$ cat src/sbdp_pkg.sv
// shared constants, types and hash functions of the skewed branch predictor
package sbdp_pkg;

    localparam int INDEX_BITS   = 12;
    localparam int HISTORY_BITS = 16;
    localparam int COUNTER_BITS = 2;

    localparam int BANK_DEPTH = 1 << INDEX_BITS;
    localparam logic [COUNTER_BITS-1:0] CTR_MAX    = {COUNTER_BITS{1'b1}};
    localparam logic [COUNTER_BITS-1:0] CTR_THRESH = COUNTER_BITS'(1 << (COUNTER_BITS - 1));
    localparam logic [COUNTER_BITS-1:0] CTR_INIT   = CTR_THRESH - COUNTER_BITS'(1);
    localparam logic [63:0] TOP_MASK = 64'h8000000000000000;
    localparam logic [63:0] LOW_MASK = 64'h7FFFFFFFFFFFFFFF;

    typedef enum logic [1:0] {
        OP_PREDICT = 2'd0,
        OP_TRAIN   = 2'd1,
        OP_RESTORE = 2'd2,
        OP_NONE    = 2'd3
    } op_t;

    typedef enum logic [1:0] {
        BS_CLEAR,
        BS_IDLE,
        BS_EXEC
    } back_state_t;

    typedef logic [INDEX_BITS-1:0]   index_t;
    typedef logic [HISTORY_BITS-1:0] hist_t;
    typedef logic [COUNTER_BITS-1:0] ctr_t;

    // input beat
    typedef struct packed {
        logic [1:0]  operation;
        logic [63:0] branch_address;
        logic        outcome_taken;
        logic [15:0] history_value;
    } item_t;

    // result beat
    typedef struct packed {
        logic        predicted_taken;
        logic [15:0] history_now;
    } result_t;

    // classified command from front to back
    typedef struct packed {
        op_t    op;
        index_t idx0;
        index_t idx1;
        index_t idx2;
        logic   taken;
        hist_t  hist;
    } cmd_t;

    // status from back to front
    typedef struct packed {
        logic  ready;
        logic  take;
        logic  done;
        hist_t history;
    } back_status_t;

    // one-bit right shift dropping bit63, new top bit is bit0 ^ bit63
    function automatic logic [63:0] skew_h(input logic [63:0] v);
        logic [63:0] top;
        top = (v ^ (v << 63)) & TOP_MASK;
        return top | ((v & LOW_MASK) >> 1);
    endfunction

    // inverse for inputs with bit63 clear: left shift, new bit0 is bit63 ^ bit62
    function automatic logic [63:0] skew_hinv(input logic [63:0] v);
        logic [63:0] bottom;
        bottom = ((v >> 63) ^ (v >> 62)) & 64'd1;
        return (v << 1) | bottom;
    endfunction

    // saturating counter step
    function automatic ctr_t ctr_train(input ctr_t c, input logic taken);
        ctr_t r;
        if (taken)
            r = (c < CTR_MAX) ? c + ctr_t'(1) : CTR_MAX;
        else
            r = (c > ctr_t'(0)) ? c - ctr_t'(1) : ctr_t'(0);
        return r;
    endfunction

endpackage

$ cat src/sbdp_front.sv
// front end: accepts input beats, classifies them and computes bank indexes
module sbdp_front
    import sbdp_pkg::*;
(
    input  logic         clk,
    input  logic         rst_n,
    input  logic         push,
    output logic         full,
    input  item_t        item,
    input  back_status_t status,
    output logic         cmd_valid,
    output cmd_t         cmd
);

    logic  in_flight_reg, in_flight_next;
    logic  cmd_valid_reg, cmd_valid_next;
    cmd_t  cmd_reg, cmd_next;
    logic  accept;
    op_t   op;
    hist_t hist_sel;
    logic [63:0] a, h, ha, hia, hh, hih;

    assign full   = in_flight_reg | ~status.ready;
    assign accept = push & ~full;
    assign op     = op_t'(item.operation);

    // history under which the banks are indexed
    always_comb
    begin
        if (op == OP_PREDICT)
            hist_sel = status.history;
        else
            hist_sel = hist_t'(64'(item.history_value));
    end

    // skewing hashes
    always_comb
    begin
        a   = item.branch_address >> 4;
        h   = 64'(hist_sel);
        ha  = skew_h(a);
        hia = skew_hinv(a);
        hh  = skew_h(h);
        hih = skew_hinv(h);
    end

    // command register and occupancy
    always_comb
    begin
        cmd_next       = cmd_reg;
        cmd_valid_next = cmd_valid_reg;
        in_flight_next = in_flight_reg;
        if (status.take)
            cmd_valid_next = 1'b0;
        if (status.done)
            in_flight_next = 1'b0;
        if (accept)
        begin
            cmd_next.op    = op;
            cmd_next.idx0  = index_t'(ha ^ hih ^ h);
            cmd_next.idx1  = index_t'(ha ^ hih ^ a);
            cmd_next.idx2  = index_t'(hia ^ hh ^ h);
            cmd_next.taken = item.outcome_taken;
            cmd_next.hist  = hist_t'(64'(item.history_value));
            cmd_valid_next = 1'b1;
            in_flight_next = 1'b1;
        end
    end

    always_ff @(posedge clk or negedge rst_n)
    begin
        if (!rst_n)
        begin
            in_flight_reg <= 1'b0;
            cmd_valid_reg <= 1'b0;
        end
        else
        begin
            in_flight_reg <= in_flight_next;
            cmd_valid_reg <= cmd_valid_next;
        end
    end

    always_ff @(posedge clk)
    begin
        cmd_reg <= cmd_next;
    end

    assign cmd_valid = cmd_valid_reg;
    assign cmd       = cmd_reg;

endmodule

$ cat config.mk
export PLATFORM = sky130hd
export DESIGN_NAME = sbdp_front
export DESIGN_NICKNAME = d
export VERILOG_FILES = /design/src/sbdp_pkg.sv /design/src/sbdp_front.sv
export SDC_FILE = /design/constraint.sdc
export NUM_CORES = 1
export LEC_CHECK = 0
export ABC_AREA = 1
export BUFFER_PORTS_ARGS = -buffer_cell sky130_fd_sc_hd__buf_2
export CAP_MARGIN = 5
export CORE_MARGIN = 2
export CORE_UTILIZATION = 45
export CTS_CLUSTER_DIAMETER = 150
export DETAILED_ROUTE_END_ITERATION = 8
export PLACE_DENSITY_LB_ADDON = 0.12
export SYNTH_ARGS = -nofsm -noshare
export SYNTH_HDL_FRONTEND = slang
export SYNTH_SLANG_ARGS = --single-unit
$ cat constraint.sdc
create_clock -name clk -period 4.1 [get_ports clk]
set_input_delay 0.41 -clock clk [delete_from_list [all_inputs] [get_ports clk]]
set_output_delay 0.41 -clock clk [all_outputs]
set_load 0.05 [all_outputs]
==> results of run 1 <==
==> final timing paths <==
check                                     startpoint                         to  depth (start not counted)
hold reg to reg                cmd_valid$_DFFE_PN0P_      cmd_valid$_DFFE_PN0P_                          2
max in group asynchronous                      rst_n      cmd_valid$_DFFE_PN0P_                          2
setup reg to reg           in_flight_reg$_DFFE_PN0P_           cmd[6]$_DFFE_PP_                          3
hold / removal                            status[16]  in_flight_reg$_DFFE_PN0P_                          2
setup / recovery           in_flight_reg$_DFFE_PN0P_           cmd[6]$_DFFE_PP_                          3
min in group asynchronous                      rst_n  in_flight_reg$_DFFE_PN0P_                          2
==> cells by family (layout without fill, tap and decap cells) <==
group,after synthesis,in the layout,synth area share (%)
AO/OA/AOI/OAI,2,2,0.312
XOR/XNOR,3,3,0.819
AND/OR/NAND/NOR,261,261,38.5
flip-flops,57,57,53.0
buffers and inverters,54,173,7.40
==> layout make-up <==
cell class	count	area [µm²]	share of cell area (%)
tap	96	120	2.94
clock buffer	9	124	3.04
multi-input combinational	266	1270	31.2
timing repair buffer	108	546	13.4
inverter	49	184	4.51
clock inverter	7	133	3.25
sequential	57	1700	41.7
==> critical path: stages, from the launching register on <==
cell and delay (ns):
dfrtp_1 0.36, inv_1 0.08, nand3_1 0.11, inv_2 0.84
==> Yosys cell counts <==
library cell,number
nor2_4,1
clkbuf_1,1
nand2_2,10
xor2_1,2
buf_4,1
buf_12,1
nand2_1,107
o21ai_0,2
xnor2_1,1
nand2_4,7
dfrtp_1,2
inv_2,1
edfxtp_1,55
nand3_1,136
inv_1,48
buf_6,2
==> layer usage <==
| layer | wire [µm] | up-vias | global-route usage [%] |
|---|---|---|---|
| met5 | 0 | - | 0 |
| met4 | 180 | 0 | 10.9 |
| met3 | 622 | 15 | 6.06 |
| met2 | 3640 | 140 | 32.1 |
| met1 | 3710 | 1371 | 29.4 |
| li1 | - | 1517 | - |
==> where the power goes <==
group	internal (W)	total (W)	switching, W
Sequential	0.000686	0.000693	0.00000687
Combinational	0.0000969	0.000367	0.000270
Clock	0.000460	0.000694	0.000234
==> metrics by stage <==
| stage | hold WS (ns) | utilization, % |
|---|---|---|
| after floorplan | 0.114 | - |
| final | 0.239 | 59.7 |
| after CTS | 0.231 | 59.7 |
| after global placement | 0.198 | 55.8 |
| after global routing | 0.233 | 59.7 |
| after detailed placement | 0.200 | 55.8 |
==> metrics.md, run 1 <==
| Metric | Value |
|---|---|
| Final setup fails | 0 |
| Mapped Cells | 377 |
| Mapped Nets | 482 |
| Max frequency | 557 MHz |
| Die Y | 88.5 µm |
| RSZ-0062 raised after global routing | false |
| Non-Filler Instances | 592 |
| GR Overflow Total | 0 |
| Bufs on Longest Clock Path | 2 |
| Distinct cells, synth | 16 |
| Ports | 162 |
| Worst Setup Start Kind | register |
| Sequential fraction of the synthesis area | 53.0% |
| Critical Path RT | 4.06 ns |
| Final Max Tran Viols | 0 |
| Gpl congestion | 0.848 |
| Area grow syn2layout | 27.0% |
| Leakage Power | 2.04 nW |
| Root Driver | clkbuf_8 |
| Relative slew slack | 24.2% |
| CTS tree | yes |
| # diodes | 0 |
| Die X | 88.5 µm |
| Yosys warning total | 0 |
| Worst-margin pin slew | 1.14 ns |
| Starting Density | 47.0% |
| Core area | 0.00683 mm² |
| Vias in the first global route | 2768 |
| Final hold violation count | 0 |
| # DRC | 0 |
| DRT iter0 DRCs | 181 |
| Initial antenna violation count | 0 |
| Final Worst Setup Slack | 2.31 ns |
| Cells after DPL | 575 |
| Vias/cell | 5.14 |
| Hold WC Path Type | in -> reg |
| DIE AREA | 0.00783 mm² |
| Largest cells by area after synthesis | edfxtp_1 51%, nand3_1 21%, nand2_1 13% |
| Setup total negative slack | 0 ns |
| Fraction of layout cells with a size suffix above 1 | 28.4% |
| H-tree depth | 3 |
| Sink Count | 57 |
| Max Cap Viol | 0 |
| Aggregate routed wire length | 8.15 mm |
| Worst slack, placed | 2.07 ns |
| Status | finished clean |
| # fillers | 624 |
| CTS buffer count | 9 |
| Synth top area share | 51.4% |
| Post-CTS setup buffer count | 0 |
| Total power draw | 0.00175 W |
| Leading area contributor after synthesis | edfxtp_1 |
| Mean routed wirelength per cell | 13.8 µm |
| First-pass GRT wire length | 12.7 mm |
| Critical path peak fanout | 55 |
| Final Instance Area | 0.00408 mm² |
| Commonest cells after routing, fill and taps aside | 136 x nand3_1, 107 x nand2_1, 107 x buf_2 |
| CP arrival | 1.76 ns |
| Critical path endpoint category | register |
| Largest register FFs | 55 |
| DP Wirelength | 5.86 mm |
| Final Skew | 0.00484 ns |
| Leading cell type in the layout, fill and taps excluded | nand3_1 |
| Minimum clock period | 1.79 ns |
| Via count | 3043 |
| Maximum VDD drop | 0.000196 V |
| Final ANT Viol Nets | 0 |
| PD cells | 430 mW/mm² |
| Ratio of final minimum period to clock period | 43.8% |
| Clock Pin Slew Worst Setup and Hold Paths | 0.06 ns |
| Gr usage total | 21.7% |
| Avg Cell Area, Syn | 8.52 µm² |
| DRT Pass-1 Iters | 5 |
| Nets | 596 |
| IO buf count | 107 |
| FP Rows | 30 |
| Synthesized cell area | 0.00321 mm² |
| Post-CTS Resized | 0 |
| CTS Hold Bufs | 1 |
| Clk_lat worst skew | 0.34 ns |
| Crit Path Class | reg -> reg |
| R2R setup slack | 2.31 ns |
| Placed Area | 0.00381 mm² |
| Yosys reg bits | 57 |
| Largest net degree at the start of global routing | 56 |
Power figures use the tool's default switching activity.
==> inputs of run 2 (changes only) <==
ABC_AREA = 0   (was 1)
CORE_UTILIZATION = 43   (was 45)
clock period = 1.7 ns   (was 4.1 ns; I/O delays follow)
==> run 2 against run 1 <==
Compared with the run above:
- flip-flop and latch count unchanged
- power increased by 110%
- area after synthesis decreased by 19%
- count of clock-buffer cells in the layout increased by 3
==> metrics.md, run 2 <==
| Metric | Value |
|---|---|
| Status | finished clean |
| Most common cell in the netlist | edfxtp_1 |
| Worst Setup Start Kind | register |
| First-pass GRT wire length | 7.20 mm |
| Vias/cell | 4.51 |
| Distinct cells, synth | 13 |
| Yosys warning total | 0 |
| CTS Hold Bufs | 1 |
| Total power draw | 0.00365 W |
| Crit path from | in_flight_reg$_DFFE_PN0P_ |
| R2R setup slack | 0.42 ns |
| # DRC | 0 |
| Hold path startpoint | item[15] |
| Die X | 82 µm |
| Clock Pin Slew Worst Setup and Hold Paths | 0.06 ns |
| GR Overflow Total | 0 |
| Minimum clock period | 1.28 ns |
| Final Instance Area | 0.00347 mm² |
| Top cells by count, synth | 55 x edfxtp_1, 35 x xnor2_1, 35 x xor2_1 |
| Gpl congestion | 0.695 |
| Largest register FFs | 55 |
| Most common flop cell mapped by yosys | edfxtp_1 |
| Internal power | 0.00261 W |
| Gr usage total | 14.8% |
| Avg Cell Area, Syn | 16.4 µm² |
| Ratio of final minimum period to clock period | 75.4% |
| Critical Path RT | 1.71 ns |
| Non-Filler Instances | 360 |
| Asr flop ratio synth | 3.51% |
| Starting Density | 44.5% |
| Root Driver | clkbuf_8 |
| Nets | 385 |
| Hold path endpoint | cmd[15]$_DFFE_PP_ |
| Mapped Nets | 265 |
| Worst Hold Depth | 1 |
| # fillers | 505 |
| Vias in the first global route | 1554 |
| Setup total negative slack | 0 ns |
| Buf+Inv Stages, Crit Path | 3 |
| Fraction of layout cells with a size suffix above 1 | 43.9% |
| Sequential power share | 46.3% |
| Aggregate routed wire length | 4.93 mm |
| Slowest CP cell | dfrtp_1 |
| Synth top area share | 63.1% |
| IO buf count | 107 |
| Area grow syn2layout | 32.7% |
| Final hold violation count | 0 |
| # diodes | 0 |
| Reg-to-Reg Start | in_flight_reg$_DFFE_PN0P_ |
| Final setup fails | 0 |
| Yosys reg bits | 57 |
| Synthesized cell area | 0.00262 mm² |
| Placed Area | 0.00328 mm² |
| Mapped Cells | 160 |
| Grt met2 use | 23.9% |
| CP peak stage delay | 0.36 ns |
| Ports | 162 |
| Max Cap Viol | 0 |
| CP arrival | 1.29 ns |
| Final ANT Viol Nets | 0 |
| Core area | 0.00589 mm² |
| Logic pwr share | 21.9% |
| NetSw | 0.00104 W |
| FP Rows | 28 |
| Maximum VDD drop | 0.000582 V |
| R2R depth | 4 |
| Mean routed wirelength per cell | 13.7 µm |
| Initial antenna violation count | 0 |
| Area taken by multi-input logic gates | 877 µm² |
| Bufs on Longest Clock Path | 2 |
| Switching share of power | 28.5% |
| H-tree depth | 3 |
| CTS buffer count | 9 |
| DIE AREA | 0.00672 mm² |
| Via count | 1622 |
| Final Worst Setup Slack | 0.418 ns |
| Max frequency | 780 MHz |
| Largest net degree at the start of global routing | 31 |
| PD cells | 1050 mW/mm² |
| Sequential fraction of the synthesis area | 65.0% |
| RSZ-0062 raised after global routing | false |
| Leading area contributor after synthesis | edfxtp_1 |
| Storage cell area | 0.00170 mm² |
| Final Max Tran Viols | 0 |
| Post-CTS setup buffer count | 0 |
| Number of enable flip-flop cells after synthesis | 55 |
| Hold WC Path Type | in -> reg |
| Leakage Power | 1.40 nW |
| CP top delay family | buffers and inverters |
| DP Wirelength | 3.68 mm |
| CTS tree | yes |
| Layer with the highest usage | met2 |
| Commonest cells after routing, fill and taps aside | 107 x buf_2, 55 x edfxtp_1, 35 x xor2_1, 35 x xnor2_1, 22 x mux2i_1 |
| Worst slack, placed | 0.296 ns |
| Leading cell type in the layout, fill and taps excluded | buf_2 |
| Relative slew slack | 74.7% |
| DRT Pass-1 Iters | 4 |
| Sink Count | 57 |
| Critical path endpoint category | register |
| Final Skew | 0.00776 ns |
| Largest cells by area after synthesis | edfxtp_1 63%, xnor2_1 12%, xor2_1 12% |
| Post-CTS Resized | 0 |
| Routing usage on met1 | 17.5% |
| Critical path peak fanout | 30 |
| Clk_lat worst skew | 0.32 ns |
| DRT iter0 DRCs | 66 |
| Clock power share | 31.8% |
| Crit path cell chain | inv_1 -> nand3_1 -> clkinvlp_4 -> buf_12 |
| Cells after DPL | 343 |
| Met3 Usage GRT | 4.73% |
| RR Endpoint | cmd[48]$_DFFE_PP_ |
| Worst-margin pin slew | 0.370 ns |
| Crit Path Class | reg -> reg |
| Die Y | 82 µm |
-- run 2: cells by family (layout without fill, tap and decap cells) --
kind of cell | after synthesis | after routing | share of synthesized area, %
compound gates | 2 | 2 | 0.383
mux | 23 | 23 | 8.94
buf+inv | 5 | 130 | 1.43
xor+xnor | 70 | 70 | 23.4
simple gates | 3 | 3 | 0.765
flops | 57 | 57 | 65.0
-- run 2: power groups by stage --
| stage | combinational, W | sequential (W) | clock (W) |
|---|---|---|---|
| after detailed placement | 0.000805 | 0.00172 | 0 |
| after CTS | 0.000808 | 0.00169 | 0.00120 |
| final | 0.000798 | 0.00169 | 0.00116 |
| after global routing | 0.000854 | 0.00170 | 0.00125 |
| after global placement | 0.000797 | 0.00172 | 0 |
| after floorplan | 0.000288 | 0.00200 | 0 |
-- run 2: worst register-to-register path, delay by kind of cell (launching register included) --
| kind | cells | cell delay (ns) |
|---|---|---|
| flip-flops | 1 | 0.36 |
| AND/OR/NAND/NOR | 1 | 0.16 |
| buffers and inverters | 3 | 0.45 |
-- run 2: final cells by class --
cell class	instances	area share [%]
Clock buffer	12	3.89
Clock inverter	4	1.26
Inverter	3	0.432
Multi-Input combinational cell	98	25.3
Sequential cell	57	49.0
Tap cell	75	2.70
Timing Repair Buffer	111	17.4
-- run 2: worst max path at each step --
stage | to | slack, ns | depth (start not counted)
6_report | cmd[48]$_DFFE_PP_ | 0.42 | 4
5_1_grt | cmd[2]$_DFFE_PP_ | 0.34 | 4
4_1_cts | cmd[43]$_DFFE_PP_ | 0.41 | 4
3_5_place_dp | cmd[21]$_DFFE_PP_ | 0.30 | 5
3_3_place_gp | cmd[46]$_DFFE_PP_ | 0.30 | 5
2_1_floorplan | cmd[0]$_DFFE_PP_ | 0.03 | 3
-- run 2: metal layers --
metal	wire [µm]	share of wire, %
met4	87	1.8
met2	2410	49
met1	2070	42
met3	356	7.2
met5	0	0
-- run 2: metrics by stage --
step | hold WS [ns] | utilization, %
6_report | 0.0242 | 59.0
5_1_grt | 0.000451 | 59.0
4_1_cts | 0.00735 | 59.0
3_5_place_dp | -0.0436 | 55.8
3_3_place_gp | -0.0430 | 55.8
2_1_floorplan | -0.126 | -
==> inputs of run 3 (changes only) <==
ABC_AREA = 1   (was 0)
CORE_UTILIZATION = 42   (was 43)
clock period = 1.1 ns   (was 1.7 ns; I/O delays follow)
==> run 3 against run 2 <==
Compared with the run above:
- the flow now finishes with violations (setup timing)
- flip-flop and latch count unchanged
- global-route usage increased by 7.2 points
- final cell count increased by 84%
- combinational power increased by 100%
- count of clock-buffer cells in the layout decreased by 3
- wire length increased by 80%
- clock skew about the same
- setup slack got worse by 0.50 ns
- clock power increased by 41%
==> metrics.md, run 3 (same netlist as run 1, synthesis figures left out) <==
| Metric | Value |
|---|---|
| Status | finished with violations |
| Failing checks | setup timing |
| Final Worst Setup Slack | -0.0832 ns |
| Worst slack, placed | -0.302 ns |
| Worst Setup Start Kind | register |
| Clock Pin Slew Worst Setup and Hold Paths | 0.07 ns |
| Aggregate routed wire length | 8.87 mm |
| Sink Count | 57 |
| Total power draw | 0.00585 W |
| Maximum VDD drop | 0.000657 V |
| Max frequency | 845 MHz |
| Post-CTS setup buffer count | 0 |
| Starting Density | 43.8% |
| RSZ-0062 raised after global routing | true |
| Core area | 0.00733 mm² |
| Vias in the first global route | 3208 |
| Relative slew slack | 79.1% |
| # diodes | 0 |
| Hold WC Path Type | in -> reg |
| Largest net degree at the start of global routing | 29 |
| Root Driver | clkbuf_8 |
| Critical path peak fanout | 2 |
| PD cells | 1260 mW/mm² |
| Final setup fails | 56 |
| Final Max Tran Viols | 0 |
| Final Skew | 0.00800 ns |
| Storage cell area | 0.00170 mm² |
| Post-layout util | 63.3% |
| Gpl congestion | 0.920 |
| Clk_lat worst skew | 0.34 ns |
| CP arrival | 1.07 ns |
| Mean routed wirelength per cell | 13.4 µm |
| Critical path endpoint category | output pin |
| Commonest cells after routing, fill and taps aside | 135 x nand3_1, 105 x nand2_1, 101 x buf_2 |
| Hold Slack | 0.0801 ns |
| Ratio of final minimum period to clock period | 108% |
| Fraction of layout cells with a size suffix above 1 | 34.3% |
| Initial antenna violation count | 0 |
| Final ANT Viol Nets | 0 |
| NetSw | 0.00195 W |
| Internal power | 0.00391 W |
| Leading cell type in the layout, fill and taps excluded | nand3_1 |
| Largest register FFs | 55 |
| Nets | 662 |
| # fillers | 637 |
| Minimum clock period | 1.18 ns |
| Logic pwr share | 27.8% |
| Worst-margin pin slew | 0.313 ns |
| Area taken by multi-input logic gates | 0.00129 mm² |
| IO buf count | 107 |
| Die Y | 91.4 µm |
| Crit Path Class | reg -> out |
| FP Rows | 31 |
| Critical Path RT | 0.99 ns |
| Clock power share | 28.0% |
| Non-Filler Instances | 661 |
| DRT Pass-1 Iters | 5 |
| Gr usage total | 22.0% |
| Via count | 3357 |
| # DRC | 0 |
| DP Wirelength | 6.59 mm |
| Max Cap Viol | 0 |
| Sequential power share | 44.1% |
| CTS tree | yes |
| Die X | 91.4 µm |
| DRT iter0 DRCs | 198 |
| Cells after DPL | 626 |
| Area grow syn2layout | 44.6% |
| First-pass GRT wire length | 14.4 mm |
| CTS buffer count | 9 |
| Final hold violation count | 0 |
| Vias/cell | 5.08 |
| Bufs on Longest Clock Path | 2 |
| H-tree depth | 3 |
| Switching share of power | 33.2% |
| Ports | 162 |
| Leakage Power | 2.32 nW |
| GR Overflow Total | 0 |
| DIE AREA | 0.00836 mm² |
==> run 3: cell count changes in the layout (fill, tap and decap cells not counted), sizes merged <==
cell	before	now
xnor2	35	1
clkbuf	12	9
clkinvlp	1	3
mux2i	23	0
clkinv	3	5
bufinv	1	0
inv	2	48
nand3	1	136
buf	110	155
xor2	35	2
nand2	1	124
dlygate4sd3	1	19
==> run 3: power groups by stage <==
stage,registers (W),logic [W],clock network [W]
2_1_floorplan,0.00303,0.000600,0
3_3_place_gp,0.00263,0.00152,0
3_5_place_dp,0.00263,0.00154,0
4_1_cts,0.00258,0.00161,0.00170
5_1_grt,0.00259,0.00177,0.00178
6_report,0.00258,0.00163,0.00164
==> run 3: path summary, 6_finish.rpt <==
check,start,end,slack (ns),cells past startpoint
min in group asynchronous,rst_n,cmd_valid$_DFFE_PN0P_,0.10,2
worst min register to register,cmd_valid$_DFFE_PN0P_,cmd_valid$_DFFE_PN0P_,0.58,2
max in group asynchronous,rst_n,in_flight_reg$_DFFE_PN0P_,0.91,2
worst max-delay path,in_flight_reg$_DFFE_PN0P_,full,-0.08,4
worst min-delay path,item[82],cmd[54]$_DFFE_PP_,0.08,2
worst max register to register,in_flight_reg$_DFFE_PN0P_,cmd[23]$_DFFE_PP_,-0.06,4
==> run 3: stage by stage <==
step                      cell area, µm²  TNS (ns)
after floorplan                     3220    -28.05
after global placement              4250     -8.33
after detailed placement            4250     -8.95
after CTS                           4620     -2.55
after global routing                4640     -5.34
final                               4640     -2.42
==> run 3: metal layers <==
metal / routed length, µm / global-route usage (%) / vias to the layer above
li1: - / - / 1647
met1: 3650 / 26.7 / 1503
met2: 4300 / 37.7 / 186
met3: 726 / 5.64 / 21
met4: 193 / 7.70 / 0
met5: 0 / 0 / -
==> run 3: area by class of cell <==
type / count / area share [%]
Sequential cell: 57 / 36.6
Clock buffer: 9 / 2.67
Multi-Input combinational cell: 266 / 27.7
Clock inverter: 7 / 0.808
Inverter: 49 / 4.04
Timing Repair Buffer: 174 / 25.5
Tap cell: 99 / 2.67
==> run 3: what timing repair did <==
action	in CTS	in global routing
endpoints found under the hold margin	19	1
hold buffers	18	1
gates cloned	0	0
resized for setup	8	9
endpoints found under the setup margin	58	62
==> run 3: worst max-delay path: stages (launching register included) <==
cell	delay, ns
dfrtp_1	0.37
inv_2	0.07
buf_6	0.10
nand2_4	0.04
buf_8	0.14
